File: src/rtl/jets_pkg.sv
// Shared types, constants and the exponential lookup table for the Julia escape-time engine.
// Used by jets_cfg, jets_ctrl, jets_dp, julia_escape_time_smooth and tb; depends on nothing else.
// All values are fixed point: z is signed Q4.28, |z|^2 is unsigned Q8.56, the sum is Q10.16.
package jets_pkg;

    // Image geometry and table size.
    localparam int IMG_WIDTH       = 1024;
    localparam int IMG_HEIGHT      = 1024;
    localparam int EXP_TABLE_DEPTH = 256;

    // Field widths.
    localparam int PIX_W   = 10;
    localparam int ITER_W  = 10;
    localparam int SUM_W   = 26;
    localparam int Z_W     = 32;
    localparam int STEP_W  = 31;
    localparam int PROD_W  = 2 * Z_W;
    localparam int OFF_W   = 14;
    localparam int IDX_W   = 3;

    // Exponential table geometry.
    localparam int EXP_IDX_W = $clog2(EXP_TABLE_DEPTH);
    localparam int EXP_VAL_W = 17;
    localparam int SCL_W     = 32 + EXP_IDX_W + 1;

    // Thresholds on |z|^2 in Q8.56 and the saturation limit of the sum.
    localparam logic [PROD_W-1:0] ESC_LIMIT = 64'h0400_0000_0000_0000;
    localparam logic [PROD_W-1:0] EXP_LIMIT = 64'h0800_0000_0000_0000;
    localparam logic [SUM_W-1:0]  SUM_MAX   = 26'h3FF_FFFF;

    // Register indexes of the configuration port.
    typedef enum logic [IDX_W-1:0] {
        CFG_CONST_RE = 3'd0,
        CFG_CONST_IM = 3'd1,
        CFG_STEP_RE  = 3'd2,
        CFG_STEP_IM  = 3'd3,
        CFG_PAN_RE   = 3'd4,
        CFG_PAN_IM   = 3'd5,
        CFG_MAX_ITER = 3'd6
    } t_cfg_idx;

    // Configuration register file contents.
    typedef struct packed {
        logic signed [Z_W-1:0] const_re;
        logic signed [Z_W-1:0] const_im;
        logic [STEP_W-1:0]     step_re;
        logic [STEP_W-1:0]     step_im;
        logic signed [Z_W-1:0] pan_re;
        logic signed [Z_W-1:0] pan_im;
        logic [ITER_W-1:0]     max_iter;
    } t_cfg;

    // Reset values of the configuration registers.
    localparam logic signed [Z_W-1:0] RST_CONST_RE = -32'sd1879048192;
    localparam logic signed [Z_W-1:0] RST_CONST_IM = 32'sd73819750;
    localparam logic [STEP_W-1:0]     RST_STEP_RE  = 31'd786432;
    localparam logic [STEP_W-1:0]     RST_STEP_IM  = 31'd524288;
    localparam logic signed [Z_W-1:0] RST_PAN_RE   = 32'sd0;
    localparam logic signed [Z_W-1:0] RST_PAN_IM   = 32'sd0;
    localparam logic [ITER_W-1:0]     RST_MAX_ITER = 10'd256;

    // Commands from the controller to the datapath.
    typedef struct packed {
        logic in_load;
        logic mul_offs;
        logic z_load;
        logic upd;
        logic acc_start;
        logic acc;
        logic out_load;
    } t_dp_cmd;

    // Status from the datapath to the controller.
    typedef struct packed {
        logic last_start;
        logic last;
    } t_dp_status;

    typedef logic [EXP_VAL_W-1:0] t_exp_tbl [EXP_TABLE_DEPTH];

    // Builds round(2^16 * e^-(8i/D)): a Taylor series of e^-u through u^12 in Q0.32,
    // squared three times, then rounded half up to Q0.16. Evaluated at elaboration.
    function automatic t_exp_tbl exp_tbl_build();
        t_exp_tbl           tbl;
        logic [127:0]        u;
        logic [127:0]        term;
        logic [127:0]        s;
        logic signed [127:0] sum;
        int                  i;
        int                  k;
        for (i = 0; i < EXP_TABLE_DEPTH; i++) begin
            if (i == 0) begin
                tbl[i] = 17'd65536;
            end else begin
                u    = (128'(i) << 32) / EXP_TABLE_DEPTH;
                sum  = 128'sd1 << 32;
                term = 128'd1 << 32;
                for (k = 1; k <= 12; k++) begin
                    term = (term * u) >> 32;
                    case (k)
                        1:       term = term / 1;
                        2:       term = term / 2;
                        3:       term = term / 3;
                        4:       term = term / 4;
                        5:       term = term / 5;
                        6:       term = term / 6;
                        7:       term = term / 7;
                        8:       term = term / 8;
                        9:       term = term / 9;
                        10:      term = term / 10;
                        11:      term = term / 11;
                        default: term = term / 12;
                    endcase
                    if ((k % 2) == 1) begin
                        sum = sum - $signed(term);
                    end else begin
                        sum = sum + $signed(term);
                    end
                end
                if (sum < 0) begin
                    sum = 128'sd0;
                end
                s = sum;
                if (s > 128'hFFFF_FFFF) begin
                    s = 128'hFFFF_FFFF;
                end
                for (k = 0; k < 3; k++) begin
                    s = (s * s) >> 32;
                end
                tbl[i] = EXP_VAL_W'((s + 128'd32768) >> 16);
            end
        end
        return tbl;
    endfunction

    localparam t_exp_tbl EXP_TBL = exp_tbl_build();

endpackage

File: src/rtl/jets_ctrl.sv
// Controller of the Julia escape-time engine: sequences start point, iterations and result.
// Drives jets_dp through t_dp_cmd and reads t_dp_status; uses jets_pkg.
module jets_ctrl (
    input  logic                  i_clk,
    input  logic                  i_rst_n,
    input  logic                  i_in_valid,
    output logic                  o_in_stall,
    output logic                  o_out_valid,
    input  logic                  i_out_stall,
    input  jets_pkg::t_dp_status  i_status,
    output jets_pkg::t_dp_cmd     o_cmd
);

    typedef enum logic [3:0] {
        S_IDLE,
        S_OFFS,
        S_LOAD,
        S_MUL0,
        S_UPD0,
        S_ACC0,
        S_UPD,
        S_ACC,
        S_FIN
    } t_state;

    t_state r_state;
    t_state n_state;
    logic   r_out_valid;
    logic   n_out_valid;
    logic   w_out_free;

    // The result register can take a new result when empty or being emptied.
    assign w_out_free  = !r_out_valid || !i_out_stall;
    assign o_in_stall  = (r_state != S_IDLE);
    assign o_out_valid = r_out_valid;

    // Next state and datapath commands.
    always_comb begin
        n_state     = r_state;
        o_cmd       = '0;
        n_out_valid = r_out_valid && i_out_stall;
        case (r_state)
            S_IDLE: begin
                if (i_in_valid) begin
                    o_cmd.in_load = 1'b1;
                    n_state       = S_OFFS;
                end
            end
            S_OFFS: begin
                o_cmd.mul_offs = 1'b1;
                n_state        = S_LOAD;
            end
            S_LOAD: begin
                o_cmd.z_load = 1'b1;
                n_state      = S_MUL0;
            end
            S_MUL0: begin
                n_state = S_UPD0;
            end
            S_UPD0: begin
                o_cmd.upd = 1'b1;
                n_state   = S_ACC0;
            end
            S_ACC0: begin
                o_cmd.acc_start = 1'b1;
                n_state         = i_status.last_start ? S_FIN : S_UPD;
            end
            S_UPD: begin
                o_cmd.upd = 1'b1;
                n_state   = S_ACC;
            end
            S_ACC: begin
                o_cmd.acc = 1'b1;
                n_state   = i_status.last ? S_FIN : S_UPD;
            end
            S_FIN: begin
                if (w_out_free) begin
                    o_cmd.out_load = 1'b1;
                    n_out_valid    = 1'b1;
                    n_state        = S_IDLE;
                end
            end
            default: begin
                n_state = S_IDLE;
            end
        endcase
    end

    // State and output-valid register.
    always_ff @(posedge i_clk) begin
        if (!i_rst_n) begin
            r_state     <= S_IDLE;
            r_out_valid <= 1'b0;
        end else begin
            r_state     <= n_state;
            r_out_valid <= n_out_valid;
        end
    end

endmodule

File: config.mk
export PLATFORM = sky130hd
export DESIGN_NAME = jets_ctrl
export DESIGN_NICKNAME = d
export VERILOG_FILES = /design/src/rtl/jets_pkg.sv /design/src/rtl/jets_ctrl.sv
export SDC_FILE = /design/constraint.sdc
export NUM_CORES = 1
export LEC_CHECK = 0
export BUFFER_PORTS_ARGS = -buffer_cell sky130_fd_sc_hd__buf_2
export CAP_MARGIN = 15
export CORE_AREA = 2 2 39 41
export CTS_BUF_LIST = sky130_fd_sc_hd__clkbuf_8
export DETAILED_ROUTE_END_ITERATION = 12
export DIE_AREA = 0 0 41 43
export SLEW_MARGIN = 20
export SYNTH_ARGS = -nofsm -noshare
export SYNTH_HDL_FRONTEND = slang
export SYNTH_SLANG_ARGS = --single-unit
File: constraint.sdc
create_clock -name i_clk -period 1.34 [get_ports i_clk]
set_input_delay 0.268 -clock i_clk [delete_from_list [all_inputs] [get_ports i_clk]]
set_output_delay 0.268 -clock i_clk [all_outputs]
set_load 0.02 [all_outputs]
==> results.py, run 1 <==
metrics = {
    "finish": {
        "layout-drive-gt1-share_pct": 58.1,
        "insertedDiodeCount": 0,
        "area_growth_pct": 91.2,
        "mostFrequentLayoutCells": "buf_2 (8), buf_4 (8), buf_6 (6)",
        "fin_cells": 78,
        "fin_nets": 69,
        "multi_input_area_sq_um": 230,
        "register_area_sq_um": 103,
        "nFillCells": 147,
        "final_cell_area_sq_um": 569,
    },
    "global_routing": {
        "antenna_found_initial": 0,
        "grt_pass1_vias": 331,
        "grt_max_degree": 11,
        "grt_util_all_layers_pct": 12.0,
        "overflow": 0,
        "grt_pass1_wl_microns": 1360,
    },
    "logic_synthesis": {
        "synth_mux_area_share_pct": 3.36,
        "synth_area_sq_um": 298,
        "synthFlopType": "dfxtp_1",
        "synth.distinct_cells": 22,
        "syn_nets": 45,
        "ys_ff_latch": 5,
        "netlist_instances": 39,
        "synth-simple-area-share_pct": 39.1,
        "synthAdderAreaFrac_pct": 0,
        "postSynth.asyncResetShare_pct": 0,
        "synth_edf_count": 0,
        "yosys_warnings": 0,
        "yosysSeqAreaShare_pct": 33.6,
        "synth_xor_xnor_area_share_pct": 0,
        "syn_area_per_cell_sq_um": 7.64,
        "synth_compound_area_share_pct": 16.4,
        "synth_top_family_by_area": "simple AND/OR/NAND/NOR gates",
    },
    "placed_design": {
        "place_ws_ns": -0.0424,
        "gp_congestion": 0.782,
        "placed_cells": 71,
        "dp_hpwl_microns": 540,
        "portBuffers": 14,
        "post_dp_cell_area_sq_um": 430,
    },
    "pwr": {
        "ir_drop_v": 0.000292,
        "p_per_area_nw_per_um2": 1040,
        "p_leak_nw": 0.258,
    },
    "clock_network": {
        "clockRootBuffer": "clkbuf_8",
        "cts_buffer_depth": 2,
        "ctsHtreeMaxLevel": 1,
        "path_clk_slew_ns": 0.04,
        "tritoncts": "built",
        "cts_sinks": 5,
        "clock_latency_ns": 0.22,
        "cts_buffers": 3,
        "hold_buffers": 0,
    },
    "timing": {
        "worst_pin_slew_ns": 0.179,
        "finalCritPeriodShare_pct": 119,
        "rsz0062_at_grt": "yes",
        "skew_ns": 0.00319,
        "setup_viol": 6,
        "hold_violations": 0,
        "period_minus_slack_ns": 1.59,
        "relSlewSlack_pct": 88.0,
        "hold_slack_ns": 0.293,
        "fin_ws_ns": -0.252,
        "max_freq_mhz": 628,
        "final_max_slew_viol_count": 0,
    },
    "outcome": {
        "violations": "negative setup slack",
        "status": "complete, but fails checks",
    },
    "run": {
        "drv_cap": 0,
    },
    "worst_setup_path": {
        "startpoint_type": "flop",
        "crit_fanout": 2,
        "path_class": "flop to output pin",
        "cp-end-kind": "output pin",
        "crit_arrival_ns": 1.32,
        "r2r-start": "r_state[2]",
        "cp-startpoint": "r_state[2]",
        "crit_required_ns": 1.07,
    },
    "routing": {
        "dr_total_vias": 365,
        "post_drt_wl_per_cell_microns": 10.8,
        "drc": 0,
        "wl_microns": 840,
        "postRouteAntennaNets": 0,
        "drtPass1Iterations": 2,
        "drtIter0Drc": 2,
        "routed_via_density": 4.68,
    },
    "floorplan": {
        "fp.dieH_microns": 43,
        "die_x_microns": 41,
        "io_pins": 15,
        "core-area_sq_um": 1380,
        "start_util_pct": 21.5,
        "dieArea_sq_um": 1760,
        "rows": 14,
    },
    "min_path": {
        "min_from": "i_in_valid",
        "hold_path_class": "input pin to flop",
    },
}
-- area by class of cell --
class,count,share of cell area [%]
multi-input combinational,30,40.4
clock buffer,3,7.25
tap,16,3.52
timing repair buffer,22,29.5
clock inverter,1,0.659
inverter,1,0.659
sequential,5,18.0
-- synth_stat cells, types with 2 or more instances --
| master | count | area [sq um] |
|---|---|---|
| a21oi_1 | 3 | 15.0 |
| and2_1 | 2 | 12.5 |
| clkbuf_1 | 2 | 7.51 |
| dfxtp_1 | 5 | 100 |
| nand2_1 | 5 | 18.8 |
| nor2_1 | 5 | 18.8 |
| nor2b_1 | 2 | 12.5 |
-- kinds of logic (layout without fill, tap and decap cells) --
family                 after synthesis  in the layout
multiplexers                         1              1
AO/OA/AOI/OAI                        8              8
AND/OR/NAND/NOR                     21             21
buffers and inverters                4             27
flip-flops                           5              5
-- repair_timing --
action	in CTS	in global routing
setup endpoints to repair	8	9
resized for setup	15	6
pin swaps	3	0
setup buffers	3	0
-- state kept, by name (all words and copies together), names as in the netlist --
| signal | cells |
|---|---|
| o_out_valid | 1 |
| r_state | 4 |
-- critical path, cell delays in order (launching register included) --
cell     delay, ns
dfxtp_2       0.31
or4b_4        0.55
a21oi_4       0.13
buf_6         0.12
-- metrics by stage --
| step | utilization, % | TNS, ns | power [mW] |
|---|---|---|---|
| floorplan | - | -0.153 | 0.244 |
| global placement | 31.1 | -0.0354 | 0.280 |
| detailed placement | 31.1 | -0.0424 | 0.281 |
| CTS | 39.4 | -0.440 | 0.585 |
| global route | 41.1 | -0.907 | 0.626 |
| finish | 41.1 | -0.517 | 0.592 |
-- metal layers --
layer	GRT usage (%)	wire length [microns]
met1	14.2	383
met2	15.9	376
met3	4.71	57
met4	10.0	22
met5	0	0
-- worst paths after layout --
path	endpoint	slack (ns)	cells past startpoint
max	o_cmd[0]	-0.25	3
min	r_state[0]	0.29	2
max reg2reg	r_state[3]	0.01	4
min reg2reg	o_out_valid	0.56	2
-- power breakdown --
| part | switching [mW] | internal (mW) | total [mW] |
|---|---|---|---|
| sequential | 0.00488 | 0.158 | 0.163 |
| combinational | 0.0815 | 0.0755 | 0.157 |
| clock | 0.0749 | 0.196 | 0.271 |
(Power assumes the default switching activity.)
==> run 2: changes to the inputs <==
- ABC_AREA: unset -> 1
- clock period: 1.34 -> 1.5 ns (I/O delays scaled with it)
==> run 2 against run 1 <==
Compared with the run above: the flow now finishes without violations; area after synthesis up 9.2%; non-clock buffer count down 8; final cell count up 15%; clock power down 12%; largest cell class unchanged; highest routed layer unchanged.
==> results.py, run 2 <==
metrics = {
    "clock_network": {
        "tritoncts": "built",
        "clock_latency_ns": 0.22,
        "cts_buffers": 3,
        "clockRootBuffer": "clkbuf_8",
        "path_clk_slew_ns": 0.03,
        "cts_sinks": 5,
        "ctsHtreeMaxLevel": 1,
        "cts_buffer_depth": 2,
    },
    "pwr": {
        "p_per_area_nw_per_um2": 1150,
        "p_total_uw": 531,
        "ir_drop_v": 0.000407,
        "p_leak_nw": 0.272,
    },
    "routing": {
        "wl_microns": 715,
        "post_drt_wl_per_cell_microns": 7.94,
        "routed_via_density": 4.19,
        "postRouteAntennaNets": 0,
        "drtPass1Iterations": 4,
        "drtIter0Drc": 8,
        "dr_total_vias": 377,
        "drc": 0,
    },
    "finish": {
        "mostFrequentLayoutCells": "buf_2 (14), inv_1 (11), nor2_1 (11)",
        "area_growth_pct": 42.3,
        "final_common_cell": "buf_2",
        "layout-drive-gt1-share_pct": 35.1,
        "fin_util_pct": 33.5,
        "fin_nets": 81,
        "regMostFlops": "r_state",
        "largest_reg_flops": 4,
        "insertedDiodeCount": 0,
    },
    "floorplan": {
        "dieArea_sq_um": 1760,
        "io_pins": 15,
        "rows": 14,
        "start_util_pct": 23.5,
        "core-area_sq_um": 1380,
        "fp.dieH_microns": 43,
        "die_x_microns": 41,
    },
    "global_routing": {
        "grt_max_degree": 9,
        "overflow": 0,
        "grt_pass1_vias": 303,
        "grt_pass1_wl_microns": 1130,
        "antenna_found_initial": 0,
        "grt_util_all_layers_pct": 9.63,
    },
    "worst_setup_path": {
        "cp-end-kind": "output pin",
        "startpoint_type": "flop",
        "crit_arrival_ns": 1.12,
        "crit_fanout": 5,
        "crit_required_ns": 1.20,
        "path_class": "flop to output pin",
    },
    "timing": {
        "setup_viol": 0,
        "period_minus_slack_ns": 1.42,
        "worst_pin_slew_ns": 0.261,
        "hold_violations": 0,
        "skew_ns": 0.0000891,
        "relSlewSlack_pct": 82.6,
        "finalCritPeriodShare_pct": 94.6,
        "final_max_slew_viol_count": 0,
        "rsz0062_at_grt": "yes",
        "max_freq_mhz": 705,
    },
    "outcome": {
        "status": "completed",
    },
    "logic_synthesis": {
        "synth_top_area_share_pct": 30.8,
        "synth_area_sq_um": 325,
        "yosys_warnings": 0,
        "synthFlopType": "dfxtp_1",
        "yosysMostFrequentCell": "nor2_1",
        "synth_edf_count": 0,
        "yosysSeqAreaShare_pct": 30.8,
        "ys_ff_latch": 5,
        "syn_nets": 63,
        "netlist_instances": 57,
        "syn_area_per_cell_sq_um": 5.71,
        "yosys-top-cells-count": "nor2_1 (13), nand2_1 (11), inv_1 (10)",
        "postSynth.asyncResetShare_pct": 0,
        "synth.distinct_cells": 14,
        "yosys-top-cells-area": "dfxtp_1 (31%), nor2_1 (15%), nand2_1 (13%)",
        "yosysTopAreaCell": "dfxtp_1",
    },
    "min_path": {
        "hold_path_class": "input pin to flop",
    },
    "placed_design": {
        "portBuffers": 14,
        "dp_hpwl_microns": 621,
        "gp_congestion": 0.777,
    },
    "run": {
        "drv_cap": 0,
    },
}
-- run 2: cell types whose count changed in the layout (fill, tap and decap cells not counted), sizes merged, moves of 2 or more --
cell   before  now
buf        22   14
and2        2    0
nand3       0    6
nor2        5   14
nand2       5   11
inv         2   14
nor2b       2    0
-- run 2: worst paths after layout --
check | start | to | slack [ns] | cells past startpoint
min reg2reg | o_out_valid | o_out_valid | 0.49 | 2
max | r_state[1] | o_cmd[4] | 0.08 | 3
min | i_rst_n | r_state[3] | 0.31 | 3
max reg2reg | r_state[1] | r_state[3] | 0.53 | 6
-- run 2: repair_timing --
item,4_1_cts,5_1_grt
hold buffers,0,0
setup endpoints to repair,2,4
pin swaps,0,0
setup buffers,0,0
resized for setup,1,4
endpoints found under the hold margin,0,0
-- run 2: final cells by class --
| type | count | area, sq um |
|---|---|---|
| fill | 171 | 921 |
| multi-input combinational | 37 | 174 |
| sequential | 5 | 101 |
| timing repair buffer | 14 | 70.1 |
| inverter | 14 | 52.6 |
| clock buffer | 3 | 41.3 |
| tap | 16 | 20.0 |
| clock inverter | 1 | 3.75 |
-- run 2: cell families after synthesis --
group	synth area share (%)
flops	30.8
simple gates	40.4
buf+inv	19.6
compound gates	9.23
-- run 2: where the power goes --
group	switching, mW	total, mW	internal, mW	leakage, nW
Clock	0.0627	0.238	0.175	0.0269
Sequential	0.0186	0.163	0.144	0.0410
Combinational	0.0842	0.131	0.0466	0.204
Total	0.165	0.531	0.366	0.272
-- run 2: critical path, stage by stage, from the launching register on --
cell and delay (ns):
dfxtp_1 0.45, inv_2 0.07, nor3_1 0.19, buf_2 0.19
-- run 2: through the flow --
step           area, sq um  setup TNS [ns]  setup slack, ns  hold WS (ns)  std cells
2_1_floorplan          325               0            0.113         0.398         57
3_3_place_gp           404               0            0.237         0.479         86
3_5_place_dp           404               0            0.209         0.484         86
4_1_cts                450               0           0.0298         0.307         90
5_1_grt                463        -0.00425         -0.00425         0.338         90
6_report               463               0           0.0807         0.312         90
-- run 2: metal layers --
layer / track usage [%] / vias up / wire [microns]
li1: - / 205 / -
met1: 11.9 / 161 / 320
met2: 12.8 / 9 / 339
met3: 3.14 / 2 / 43
met4: 8.00 / 0 / 11
met5: 0 / - / 0
