**src/rtl/jets_pkg.sv**
```systemverilog
// Shared types, constants and the exponential lookup table for the Julia escape-time engine.
// Used by jets_cfg, jets_ctrl, jets_dp, julia_escape_time_smooth and tb; depends on nothing else.
// All values are fixed point: z is signed Q4.28, |z|^2 is unsigned Q8.56, the sum is Q10.16.
package jets_pkg;

    // Image geometry and table size.
    localparam int IMG_WIDTH       = 1024;
    localparam int IMG_HEIGHT      = 1024;
    localparam int EXP_TABLE_DEPTH = 256;

    // Field widths.
    localparam int PIX_W   = 10;
    localparam int ITER_W  = 10;
    localparam int SUM_W   = 26;
    localparam int Z_W     = 32;
    localparam int STEP_W  = 31;
    localparam int PROD_W  = 2 * Z_W;
    localparam int OFF_W   = 14;
    localparam int IDX_W   = 3;

    // Exponential table geometry.
    localparam int EXP_IDX_W = $clog2(EXP_TABLE_DEPTH);
    localparam int EXP_VAL_W = 17;
    localparam int SCL_W     = 32 + EXP_IDX_W + 1;

    // Thresholds on |z|^2 in Q8.56 and the saturation limit of the sum.
    localparam logic [PROD_W-1:0] ESC_LIMIT = 64'h0400_0000_0000_0000;
    localparam logic [PROD_W-1:0] EXP_LIMIT = 64'h0800_0000_0000_0000;
    localparam logic [SUM_W-1:0]  SUM_MAX   = 26'h3FF_FFFF;

    // Register indexes of the configuration port.
    typedef enum logic [IDX_W-1:0] {
        CFG_CONST_RE = 3'd0,
        CFG_CONST_IM = 3'd1,
        CFG_STEP_RE  = 3'd2,
        CFG_STEP_IM  = 3'd3,
        CFG_PAN_RE   = 3'd4,
        CFG_PAN_IM   = 3'd5,
        CFG_MAX_ITER = 3'd6
    } t_cfg_idx;

    // Configuration register file contents.
    typedef struct packed {
        logic signed [Z_W-1:0] const_re;
        logic signed [Z_W-1:0] const_im;
        logic [STEP_W-1:0]     step_re;
        logic [STEP_W-1:0]     step_im;
        logic signed [Z_W-1:0] pan_re;
        logic signed [Z_W-1:0] pan_im;
        logic [ITER_W-1:0]     max_iter;
    } t_cfg;

    // Reset values of the configuration registers.
    localparam logic signed [Z_W-1:0] RST_CONST_RE = -32'sd1879048192;
    localparam logic signed [Z_W-1:0] RST_CONST_IM = 32'sd73819750;
    localparam logic [STEP_W-1:0]     RST_STEP_RE  = 31'd786432;
    localparam logic [STEP_W-1:0]     RST_STEP_IM  = 31'd524288;
    localparam logic signed [Z_W-1:0] RST_PAN_RE   = 32'sd0;
    localparam logic signed [Z_W-1:0] RST_PAN_IM   = 32'sd0;
    localparam logic [ITER_W-1:0]     RST_MAX_ITER = 10'd256;

    // Commands from the controller to the datapath.
    typedef struct packed {
        logic in_load;
        logic mul_offs;
        logic z_load;
        logic upd;
        logic acc_start;
        logic acc;
        logic out_load;
    } t_dp_cmd;

    // Status from the datapath to the controller.
    typedef struct packed {
        logic last_start;
        logic last;
    } t_dp_status;

    typedef logic [EXP_VAL_W-1:0] t_exp_tbl [EXP_TABLE_DEPTH];

    // Builds round(2^16 * e^-(8i/D)): a Taylor series of e^-u through u^12 in Q0.32,
    // squared three times, then rounded half up to Q0.16. Evaluated at elaboration.
    function automatic t_exp_tbl exp_tbl_build();
        t_exp_tbl           tbl;
        logic [127:0]        u;
        logic [127:0]        term;
        logic [127:0]        s;
        logic signed [127:0] sum;
        int                  i;
        int                  k;
        for (i = 0; i < EXP_TABLE_DEPTH; i++) begin
            if (i == 0) begin
                tbl[i] = 17'd65536;
            end else begin
                u    = (128'(i) << 32) / EXP_TABLE_DEPTH;
                sum  = 128'sd1 << 32;
                term = 128'd1 << 32;
                for (k = 1; k <= 12; k++) begin
                    term = (term * u) >> 32;
                    case (k)
                        1:       term = term / 1;
                        2:       term = term / 2;
                        3:       term = term / 3;
                        4:       term = term / 4;
                        5:       term = term / 5;
                        6:       term = term / 6;
                        7:       term = term / 7;
                        8:       term = term / 8;
                        9:       term = term / 9;
                        10:      term = term / 10;
                        11:      term = term / 11;
                        default: term = term / 12;
                    endcase
                    if ((k % 2) == 1) begin
                        sum = sum - $signed(term);
                    end else begin
                        sum = sum + $signed(term);
                    end
                end
                if (sum < 0) begin
                    sum = 128'sd0;
                end
                s = sum;
                if (s > 128'hFFFF_FFFF) begin
                    s = 128'hFFFF_FFFF;
                end
                for (k = 0; k < 3; k++) begin
                    s = (s * s) >> 32;
                end
                tbl[i] = EXP_VAL_W'((s + 128'd32768) >> 16);
            end
        end
        return tbl;
    endfunction

    localparam t_exp_tbl EXP_TBL = exp_tbl_build();

endpackage

```
**src/rtl/jets_cfg.sv**
```systemverilog
// Configuration register file for the Julia escape-time engine.
// Depends on jets_pkg for the register indexes, reset values and the t_cfg struct.
module jets_cfg (
    input  logic                         i_clk,
    input  logic                         i_rst_n,
    input  logic                         i_cfg_valid,
    output logic                         o_cfg_ready,
    input  logic [jets_pkg::IDX_W-1:0]   i_cfg_index,
    input  logic [jets_pkg::Z_W-1:0]     i_cfg_data,
    output jets_pkg::t_cfg               o_cfg
);

    jets_pkg::t_cfg r_cfg;
    jets_pkg::t_cfg n_cfg;

    // Writes are always taken; an index beyond the list changes nothing.
    assign o_cfg_ready = 1'b1;
    assign o_cfg       = r_cfg;

    // Decode the register index of a write request.
    always_comb begin
        n_cfg = r_cfg;
        if (i_cfg_valid) begin
            case (i_cfg_index)
                jets_pkg::CFG_CONST_RE: n_cfg.const_re = i_cfg_data;
                jets_pkg::CFG_CONST_IM: n_cfg.const_im = i_cfg_data;
                jets_pkg::CFG_STEP_RE:  n_cfg.step_re  = i_cfg_data[jets_pkg::STEP_W-1:0];
                jets_pkg::CFG_STEP_IM:  n_cfg.step_im  = i_cfg_data[jets_pkg::STEP_W-1:0];
                jets_pkg::CFG_PAN_RE:   n_cfg.pan_re   = i_cfg_data;
                jets_pkg::CFG_PAN_IM:   n_cfg.pan_im   = i_cfg_data;
                jets_pkg::CFG_MAX_ITER: n_cfg.max_iter = i_cfg_data[jets_pkg::ITER_W-1:0];
                default:                n_cfg = r_cfg;
            endcase
        end
    end

    // Register file with its documented reset values.
    always_ff @(posedge i_clk) begin
        if (!i_rst_n) begin
            r_cfg.const_re <= jets_pkg::RST_CONST_RE;
            r_cfg.const_im <= jets_pkg::RST_CONST_IM;
            r_cfg.step_re  <= jets_pkg::RST_STEP_RE;
            r_cfg.step_im  <= jets_pkg::RST_STEP_IM;
            r_cfg.pan_re   <= jets_pkg::RST_PAN_RE;
            r_cfg.pan_im   <= jets_pkg::RST_PAN_IM;
            r_cfg.max_iter <= jets_pkg::RST_MAX_ITER;
        end else begin
            r_cfg <= n_cfg;
        end
    end

endmodule

```
**config.mk**
```make
export PLATFORM = sky130hd
export DESIGN_NAME = jets_cfg
export DESIGN_NICKNAME = d
export VERILOG_FILES = /design/src/rtl/jets_pkg.sv /design/src/rtl/jets_cfg.sv
export SDC_FILE = /design/constraint.sdc
export NUM_CORES = 1
export LEC_CHECK = 0
export ABC_AREA = 1
export BUFFER_PORTS_ARGS = -buffer_cell sky130_fd_sc_hd__buf_2
export CAP_MARGIN = 10
export CORE_ASPECT_RATIO = 0.5
export CORE_MARGIN = 5
export CORE_UTILIZATION = 45
export DETAILED_ROUTE_END_ITERATION = 10
export HOLD_SLACK_MARGIN = 0.1
export PLACE_DENSITY_LB_ADDON = 0.1
export SYNTH_ARGS = -nofsm -noshare
export SYNTH_HDL_FRONTEND = slang
export SYNTH_SLANG_ARGS = --single-unit
```
**constraint.sdc**
```tcl
create_clock -name i_clk -period 2.15 [get_ports i_clk]
set_clock_uncertainty 0.05 [all_clocks]
set_input_delay 0.215 -clock i_clk [delete_from_list [all_inputs] [get_ports i_clk]]
set_output_delay 0.215 -clock i_clk [all_outputs]
set_load 0.1 [all_outputs]
```
==> qor.csv, run 1 <==
metric,value,unit
Yosys Warn Count,0,
Startpoint Class,input pin,
slew margin rel.,60.8,%
"wirelength, routed",26000,um
Worst Path Arrival,1980,ps
Synth Net Count,1157,
vias in the first global route,7200,
total track usage,25.1,%
core box area,17200,um2
worst skew pair latency,430,ps
Final Max Slew Viols,0,
Reg power frac,43.7,%
internal cell power,5.97,mW
Cells after Synth,1119,
clk root buf,clkbuf_16,
leakage power,4.93,nW
slew at the pin with the worst max-slew slack,586,ps
die area,20200,um2
logic gate share of total power,20.1,%
Initial Util,45.4,%
share of layout cells above drive strength 1,22.4,%
crit share post-route,77.1,%
Port-buffer cells,237,
final instance area,10100,um2
synthesis-to-finish area growth,29.4,%
CP Class,input pin to register,
routability cong.,0.826,
maximum VDD drop,0.562,mV
critical path peak fanout,19,
via count,7905,
number of max-cap violations,0,
Switching Fraction,33.3,%
RSZ-0062 raised after global routing,false,
Final HPWL DP,17300,um
CTS max path bufs,2,
Yosys cell types,12,
Placed Area,9240,um2
CTS Sinks,200,
Tmin final,1660,ps
met3 usage,5.84,%
Routed wire per std cell,16.3,um
Ports,239,
status,"complete, no violations",
final hold vios,0,
max FFs per register,200,
Setup TNS Final,0,ps
first-pass GRT wire length,39800,um
Clk network pwr share,36.2,%
Switch Pwr,2.98,mW
post-synthesis register bit count,200,
die height,103,um
worst hold-check path type,input pin to register,
remaining antenna violation count,0,
clk slew on worst S/H paths,70,ps
syn_area_per_cell,6.98,um2
Worst Path Required,2470,ps
met1 Use GR,34.1,%
drt first pass iters,5,
Initial DRC Count,589,
initial antenna violation count,0,
Setup crit end kind,register,
post-synthesis cell area,7810,um2
NumNets Final,1383,
vias per std cell,4.97,
Core Rows,34,
antenna cells,0,
busiest layer in global routing,met2,
Final Setup Violations,0,
Num CTS Buffers,17,
post-cts repair resize count,0,
PwrDens,886,nW/um2
"Seq/Total Area, Yosys",51.3,%
Max Clk Rate,603,MHz
die width,196,um
drt drc,0,
buffer count from post-CTS setup fixing,0,
grt met2 use,41.2,%
H-tree levels,4,
hold_buf cts,27,
GRT overflow,0,
pin count of the biggest net entering global routing,67,
TritonCTS clock tree,done,
## Yosys cell counts
cell	number	area, um2
buf_2	55	275
clkbuf_1	21	78.8
buf_4	3	22.5
conb_1	1	3.75
nand2_1	226	848
inv_2	4	15.0
nand3_1	200	1000
inv_1	34	128
o21ai_0	2	10.0
dfxtp_1	200	4000
nor2_2	8	50.1
nor2_1	365	1370
## power groups by stage
stage / clock [mW] / combinational [mW] / sequential [mW]
after floorplan: 0 / 0.478 / 4.91
after global placement: 0 / 1.75 / 3.99
after detailed placement: 0 / 1.76 / 3.99
after CTS: 3.31 / 1.80 / 3.91
after global routing: 3.46 / 1.90 / 3.92
final: 3.24 / 1.80 / 3.91
## through the flow
step | cells | utilization (%) | worst slack [ps] | power [mW] | hold WS (ps)
after floorplan | 1119 | - | 824 | 5.39 | 278
after global placement | 1533 | 53.8 | 584 | 5.74 | 384
after detailed placement | 1533 | 53.8 | 529 | 5.76 | 388
after CTS | 1591 | 58.8 | 529 | 9.02 | 160
after global routing | 1591 | 58.8 | 427 | 9.28 | 189
final | 1591 | 58.8 | 492 | 8.95 | 175
## critical path, stage by stage
cell,delay [ps]
buf_2,120
inv_1,50
nand2_1,190
nor2_4,480
buf_12,230
nand2_1,60
nand3_1,70
dlygate4sd3_1,560
## cells by family after synthesis
group | after synthesis | share of synthesized area [%]
and+or+nand+nor | 799 | 41.9
DFF | 200 | 51.3
buffers and inverters | 117 | 6.65
AOI/OAI and AO/OA | 2 | 0.128
other | 1 | 0.0480
## area by class of cell
class	count	area [um2]
Fill cell	1724	7090
Sequential cell	200	4000
Multi-Input combinational cell	802	3330
Timing Repair Buffer	286	1740
Clock buffer	21	470
Tap cell	234	293
Inverter	38	143
Clock inverter	10	120
## cell usage in the layout, fill, tap and decap left out, drive strengths merged
| cell type | synthesis | final |
|---|---|---|
| buf | 58 | 259 |
| nand2 | 226 | 226 |
| inv | 38 | 39 |
| dlygate4sd3 | 0 | 27 |
| clkinvlp | 0 | 2 |
| o21ai | 2 | 2 |
| conb | 1 | 1 |
| clkinv | 0 | 5 |
| nor2 | 373 | 373 |
| bufinv | 0 | 2 |
| dfxtp | 200 | 200 |
| nand3 | 200 | 200 |
| clkbuf | 21 | 21 |
## layer usage
layer,wire (um),vias to the layer above
li1,-,3931
met2,11900,274
met4,293,0
met1,11900,3677
met3,1950,23
met5,0,-
## final timing paths
check                                from                      end  slack (ps)  cells past startpoint
setup / recovery           i_cfg_index[2]  o_cfg[141]$_SDFFE_PN1P_         490                      8
hold / removal             i_cfg_data[11]   o_cfg[53]$_SDFFE_PN0P_         180                      5
hold reg to reg   o_cfg[137]$_SDFFE_PN1P_  o_cfg[137]$_SDFFE_PN1P_         420                      2
setup reg to reg  o_cfg[162]$_SDFFE_PN1P_  o_cfg[162]$_SDFFE_PN1P_         930                      3
Note: power is estimated with default switching activity, not from simulation.
==> inputs of run 2 (changes only) <==
Settings changed: ABC_AREA 1 to 0.
Clock period 2.15 ns to 1.7 ns, I/O delays scaled along.
==> qor.csv, run 2 <==
metric,value,unit,change
Final HPWL DP,13900,um,"was 17,300 um"
Switching Fraction,28.5,%,was 33.3%
Switch Pwr,3.01,mW,was 2.98 mW
Layout Cells excl Fill,1201,,"was 1,591"
via count,5769,,"was 7,905"
cell with the most instances after synthesis,nand2_1,,was nor2_1
crit share post-route,85.6,%,
drt drc,0,,unchanged
synthesis-to-finish area growth,31.8,%,was 29.4%
Final Setup Violations,0,,unchanged
clk root buf,clkbuf_16,,unchanged
first-pass GRT wire length,31200,um,"was 39,800 um"
Setup crit end kind,primary output,,was register
crit path buf inv count,1,,was 4
worst hold-check path type,input pin to register,,unchanged
Synth area leaders,"dfxtp_1 (54%), mux2i_1 (27%), nand2_1 (11%)",,"was dfxtp_1 (51%), nor2_1 (18%), nand3_1 (13%)"
leakage power,5.07,nW,was 4.93 nW
routability cong.,0.748,,was 0.826
Yosys cell types,14,,was 12
status,"complete, no violations",,unchanged
dominant cell type by area after synthesis,dfxtp_1,,unchanged
initial antenna violation count,0,,unchanged
core box area,16300,um2,"was 17,200 um2"
CP Cell Sequence,buf_2,,was buf_2 -> inv_1 -> nand2_1 -> nor2_4 -> buf_12 -> nand2_1 -> nand3_1 -> dlygate4sd3_1
Synth Net Count,751,,"was 1,157"
Routed wire per std cell,16.8,um,was 16.3 um
total track usage,20.6,%,was 25.1%
critical path peak fanout,2,,was 19
drt first pass iters,4,,was 5
antenna cells,0,,unchanged
Initial DRC Count,220,,was 589
RSZ-0062 raised after global routing,false,,unchanged
remaining antenna violation count,0,,unchanged
"wirelength, routed",20200,um,"was 26,000 um"
Placed Cells incl. Taps,1145,,"was 1,533"
H-tree levels,4,,unchanged
TritonCTS clock tree,done,,unchanged
Most used DFF post-synth,dfxtp_1,,unchanged
Commonest cells post-synth,"nand2_1 (213), dfxtp_1 (200), mux2i_1 (200)",,"was nor2_1 (365), nand2_1 (226), dfxtp_1 (200), nand3_1 (200), buf_2 (55)"
maximum VDD drop,0.730,mV,was 0.562 mV
Worst Path Required,1480,ps,was 2470 ps
Port-buffer cells,237,,unchanged
slew at the pin with the worst max-slew slack,528,ps,was 586 ps
FF-to-FF setup slack,1010,ps,was 930 ps
Reg2Reg Depth,2,,was 3
PwrDens,1070,nW/um2,was 886 nW/um2
reg-to-reg critical path endpoint,o_cfg[119]$_SDFFE_PN0P_,,was o_cfg[162]$_SDFFE_PN1P_
die area,19400,um2,"was 20,200 um2"
Ports,239,,unchanged
clk slew on worst S/H paths,70,ps,about the same
top-area cell type share of the netlist area,53.8,%,was 51.3%
WHS Path Cells,3,,was 5
Max Clk Rate,687,MHz,
fillers,1422,,"was 1,724"
hold path startpoint,i_cfg_data[25],,was i_cfg_data[11]
post-synthesis register bit count,200,,unchanged
Final Max Slew Viols,0,,unchanged
internal cell power,7.53,mW,was 5.97 mW
"commonest non-fill, non-tap cell in the layout",buf_2,,was nor2_1
GRT overflow,0,,unchanged
Core Rows,33,,was 34
slew margin rel.,65.0,%,was 60.8%
Clk network pwr share,40.4,%,was 36.2%
Startpoint Class,register,,was input pin
CTS max path bufs,2,,unchanged
CP Class,register to primary output,,was input pin to register
Worst path max stage delay,450,ps,was 560 ps
area occupied by registers,4000,um2,unchanged
Finished Core Util,60.1,%,was 58.8%
NumNets Final,999,,"was 1,383"
Placed Area,8940,um2,was 9240 um2
Tmin final,1460,ps,
syn_area_per_cell,10.4,um2,was 6.98 um2
Yosys Warn Count,0,,unchanged
Reg power frac,45.9,%,was 43.7%
final hold vios,0,,unchanged
pin count of the biggest net entering global routing,42,,was 67
post-cts repair resize count,0,,unchanged
die height,101,um,was 103 um
most frequent cells in the layout,"buf_2 (236), nand2_1 (213), mux2i_1 (200), dfxtp_1 (200), nor2b_1 (36)",,"was nor2_1 (362), buf_2 (236), nand2_1 (226)"
RR Startpoint,o_cfg[119]$_SDFFE_PN0P_,,was o_cfg[162]$_SDFFE_PN1P_
Setup TNS Final,0,ps,unchanged
max FFs per register,200,,unchanged
slowest CP cell,buf_2,,was dlygate4sd3_1
area of the multi-input gates,3170,um2,was 3330 um2
vias in the first global route,5762,,"was 7,200"
buffer count from post-CTS setup fixing,0,,unchanged
logic gate share of total power,13.7,%,was 20.1%
worst skew pair latency,420,ps,was 430 ps
vias per std cell,4.80,,was 4.97
post-synthesis cell area,7440,um2,was 7810 um2
hold endpoint,o_cfg[130]$_SDFFE_PN0P_,,was o_cfg[53]$_SDFFE_PN0P_
asr flop ratio synth,0,%,unchanged
Cells after Synth,713,,"was 1,119"
Num CTS Buffers,17,,unchanged
"Seq/Total Area, Yosys",53.8,%,was 51.3%
CTS Sinks,200,,unchanged
"CP delay by family, top",buffers and inverters,,unchanged
final instance area,9810,um2,"was 10,100 um2"
Post-synth EDFFs,0,,unchanged
share of layout cells above drive strength 1,30.4,%,was 22.4%
Initial Util,45.6,%,was 45.4%
Worst Path Arrival,1240,ps,was 1980 ps
number of max-cap violations,0,,unchanged
Pwr Total,10.5,mW,was 8.95 mW
die width,192,um,was 196 um
## run 2: logic make-up after synthesis
family / Yosys count / share of synthesized area (%)
buffers and inverters: 55 / 4.19
AND/OR/NAND/NOR: 257 / 15.0
multiplexers: 200 / 26.9
other: 1 / 0.0504
flip-flops: 200 / 53.8
## run 2: power groups by stage
| stage | Combinational, mW | Sequential (mW) | Clock (mW) |
|---|---|---|---|
| floorplan | 0.362 | 5.69 | 0 |
| finish | 1.44 | 4.84 | 4.25 |
| CTS | 1.45 | 4.84 | 4.34 |
| global placement | 1.40 | 4.95 | 0 |
| detailed placement | 1.41 | 4.95 | 0 |
| global route | 1.51 | 4.85 | 4.56 |
## run 2: final cells by class
| type | instances | share of cell area (%) |
|---|---|---|
| clock buffers | 20 | 4.66 |
| repair buffers | 284 | 17.6 |
| well taps | 227 | 2.90 |
| clock inverters | 12 | 1.70 |
| multi-input cells | 458 | 32.3 |
| flip-flops and latches | 200 | 40.8 |
## run 2: metrics by stage
stage	worst slack (ps)	hold WS, ps
final	244	122
after global routing	199	123
after CTS	220	101
after detailed placement	308	397
after global placement	351	389
after floorplan	420	280
## run 2: per-layer routing
metal | track usage [%] | part of all wire (%) | up-vias
li1 | - | - | 2841
met3 | 6.71 | 7.3 | 12
met5 | 0 | 0 | -
met2 | 34.2 | 47 | 154
met4 | 4.91 | 0.81 | 0
met1 | 26.3 | 45 | 2762
## run 2: worst max-delay path by stage
stage / from / endpoint / depth (start not counted)
2_1_floorplan: o_cfg[10]$_SDFFE_PN0P_ / o_cfg[10]$_SDFFE_PN0P_ / 2
3_3_place_gp: i_cfg_valid / o_cfg[152]$_SDFFE_PN0P_ / 4
3_5_place_dp: i_cfg_valid / o_cfg[162]$_SDFFE_PN1P_ / 4
4_1_cts: o_cfg[38]$_SDFFE_PN0P_ / o_cfg[38] / 1
5_1_grt: o_cfg[144]$_SDFFE_PN0P_ / o_cfg[144] / 1
6_report: o_cfg[143]$_SDFFE_PN0P_ / o_cfg[143] / 1
## run 2: worst reg2reg max path: cells and delay by family, from the launching register on
family / cells / cell delay (ps)
DFF: 1 / 370
and+or+nand+nor: 1 / 60
muxes: 1 / 140
## run 2: repair_timing
item | 4_1_cts | 5_1_grt
setup endpoints to repair | 0 | 0
hold endpoints to repair | 81 | 0
hold buffers | 24 | 0
==> inputs of run 3 (changes only) <==
Settings changed: ABC_AREA 0 to 1, PLACE_DENSITY from default to 0.79, PLACE_DENSITY_LB_ADDON 0.1 to default.
==> qor.csv, run 3 (same netlist as run 1, synthesis figures left out) <==
metric,value,unit,change
number of max-cap violations,0,,unchanged
remaining antenna violation count,0,,unchanged
Worst Path Required,1480,ps,about the same
H-tree levels,4,,unchanged
Switch Pwr,3.77,mW,was 3.01 mW
Setup crit end kind,primary output,,unchanged
status,"complete, no violations",,unchanged
most frequent cells in the layout,"nor2_1 (362), buf_2 (236), nand2_1 (226)",,"was buf_2 (236), nand2_1 (213), mux2i_1 (200), dfxtp_1 (200), nor2b_1 (36)"
Port-buffer cells,237,,unchanged
die height,103,um,was 101 um
Routed wire per std cell,16.2,um,was 16.8 um
vias per std cell,5.06,,was 4.80
core box area,17200,um2,"was 16,300 um2"
slew margin rel.,64.9,%,was 65.0%
Tmin final,1470,ps,was 1460 ps
Final Setup Violations,0,,unchanged
CTS Sinks,200,,unchanged
worst skew pair latency,420,ps,about the same
Finished Core Util,58.2,%,was 60.1%
pin count of the biggest net entering global routing,87,,was 42
TritonCTS clock tree,done,,unchanged
internal cell power,7.50,mW,was 7.53 mW
Worst Path Arrival,1250,ps,was 1240 ps
"CP delay by family, top",buffers and inverters,,unchanged
Setup TNS Final,0,ps,unchanged
RSZ-0062 raised after global routing,false,,unchanged
total track usage,25.0,%,was 20.6%
share of layout cells above drive strength 1,22.6,%,was 30.4%
die area,20200,um2,"was 19,400 um2"
drt drc,0,,unchanged
CP Cell Sequence,buf_2,,unchanged
Switching Fraction,33.5,%,was 28.5%
slew at the pin with the worst max-slew slack,530,ps,was 528 ps
Num CTS Buffers,17,,unchanged
drt first pass iters,5,,was 4
worst hold-check path type,input pin to register,,unchanged
die width,196,um,was 192 um
CTS max path bufs,2,,unchanged
Clk network pwr share,36.0,%,was 40.4%
"commonest non-fill, non-tap cell in the layout",nor2_1,,was buf_2
worst slack at placement,327,ps,was 308 ps
Hold Slack,140,ps,was 122 ps
Pwr Total,11.3,mW,was 10.5 mW
maximum VDD drop,0.806,mV,was 0.730 mV
Initial Util,45.4,%,was 45.6%
Ports,239,,unchanged
crit path buf inv count,1,,unchanged
Core Rows,34,,was 33
crit share post-route,86.3,%,was 85.6%
logic gate share of total power,20.2,%,was 13.7%
NumNets Final,1379,,was 999
Worst path max stage delay,450,ps,about the same
via count,8016,,"was 5,769"
leakage power,4.93,nW,was 5.07 nW
initial antenna violation count,0,,unchanged
routability cong.,0.911,,was 0.748
PwrDens,1130,nW/um2,was 1070 nW/um2
Max Clk Rate,682,MHz,was 687 MHz
critical path peak fanout,2,,unchanged
final hold vios,0,,unchanged
synthesis-to-finish area growth,28.1,%,was 31.8%
"wirelength, routed",25700,um,"was 20,200 um"
Final HPWL DP,17600,um,"was 13,900 um"
Final WS setup,233,ps,was 244 ps
clk root buf,clkbuf_16,,unchanged
first-pass GRT wire length,39900,um,"was 31,200 um"
antenna cells,0,,unchanged
fillers,1607,,"was 1,422"
Reg power frac,43.9,%,was 45.9%
GRT overflow,0,,unchanged
Initial DRC Count,657,,was 220
slowest CP cell,buf_2,,unchanged
Final Max Slew Viols,0,,unchanged
vias in the first global route,7615,,"was 5,762"
max FFs per register,200,,unchanged
Startpoint Class,register,,unchanged
CP Class,register to primary output,,unchanged
clk slew on worst S/H paths,70,ps,about the same
[run 3: cell count changes in the layout (fill, tap and decap cells not counted), moves of 2 or more]
cell           previous run  this run
nor2_1                    0       362
mux2i_1                 200         0
nand3_1                   0       200
nor2b_1                  36         0
inv_1                     0        34
nand2_1                 213       226
buf_4                    13        19
nor2_4                    0         6
dlygate4sd3_1            24        19
nor2_2                    0         5
inv_2                     0         4
buf_12                   10         7
nand4b_1                  3         0
o21ai_0                   0         2
[run 3: worst paths after layout]
check                                             start                 endpoint  slack, ps  cells after the start
worst max-delay path            o_cfg[140]$_SDFFE_PN0P_               o_cfg[140]        230                      1
worst min-delay path                     i_cfg_data[11]   o_cfg[53]$_SDFFE_PN0P_        140                      5
worst max register to register  o_cfg[160]$_SDFFE_PN0P_  o_cfg[160]$_SDFFE_PN0P_       1000                      2
worst min register to register   o_cfg[61]$_SDFFE_PN0P_   o_cfg[61]$_SDFFE_PN0P_        430                      2
[run 3: metrics by stage]
step	std cells	instance area (um2)
finish	1585	10000
global route	1585	10000
CTS	1585	10000
detailed placement	1537	9240
global placement	1537	9240
floorplan	1119	7810
[run 3: cell type report]
class                           count  area, um2  area share [%]
Sequential cell                   200       4000            40.0
Timing Repair Buffer              282       1670            16.7
Tap cell                          234        293            2.93
Clock buffer                       20        457            4.57
Clock inverter                      9        119            1.19
Inverter                           38        143            1.43
Multi-Input combinational cell    802       3320            33.2
[run 3: repair_timing]
action	CTS	global route
hold buffers	19	0
gates resized for setup	0	0
setup buffers	0	0
setup endpoints to repair	0	0
hold endpoints to repair	29	0
[run 3: power by group through the flow]
| stage | combinational, mW | clock, mW | sequential (mW) |
|---|---|---|---|
| after floorplan | 0.605 | 0 | 6.21 |
| after global placement | 2.21 | 0 | 5.04 |
| after detailed placement | 2.23 | 0 | 5.05 |
| after CTS | 2.27 | 4.10 | 4.94 |
| after global routing | 2.40 | 4.31 | 4.96 |
| final | 2.27 | 4.05 | 4.94 |
[run 3: per-layer routing]
metal	wire length [um]	global-route usage [%]
met5	0	0
met3	1910	5.29
met2	12400	42.1
met4	786	10.5
met1	10600	31.8
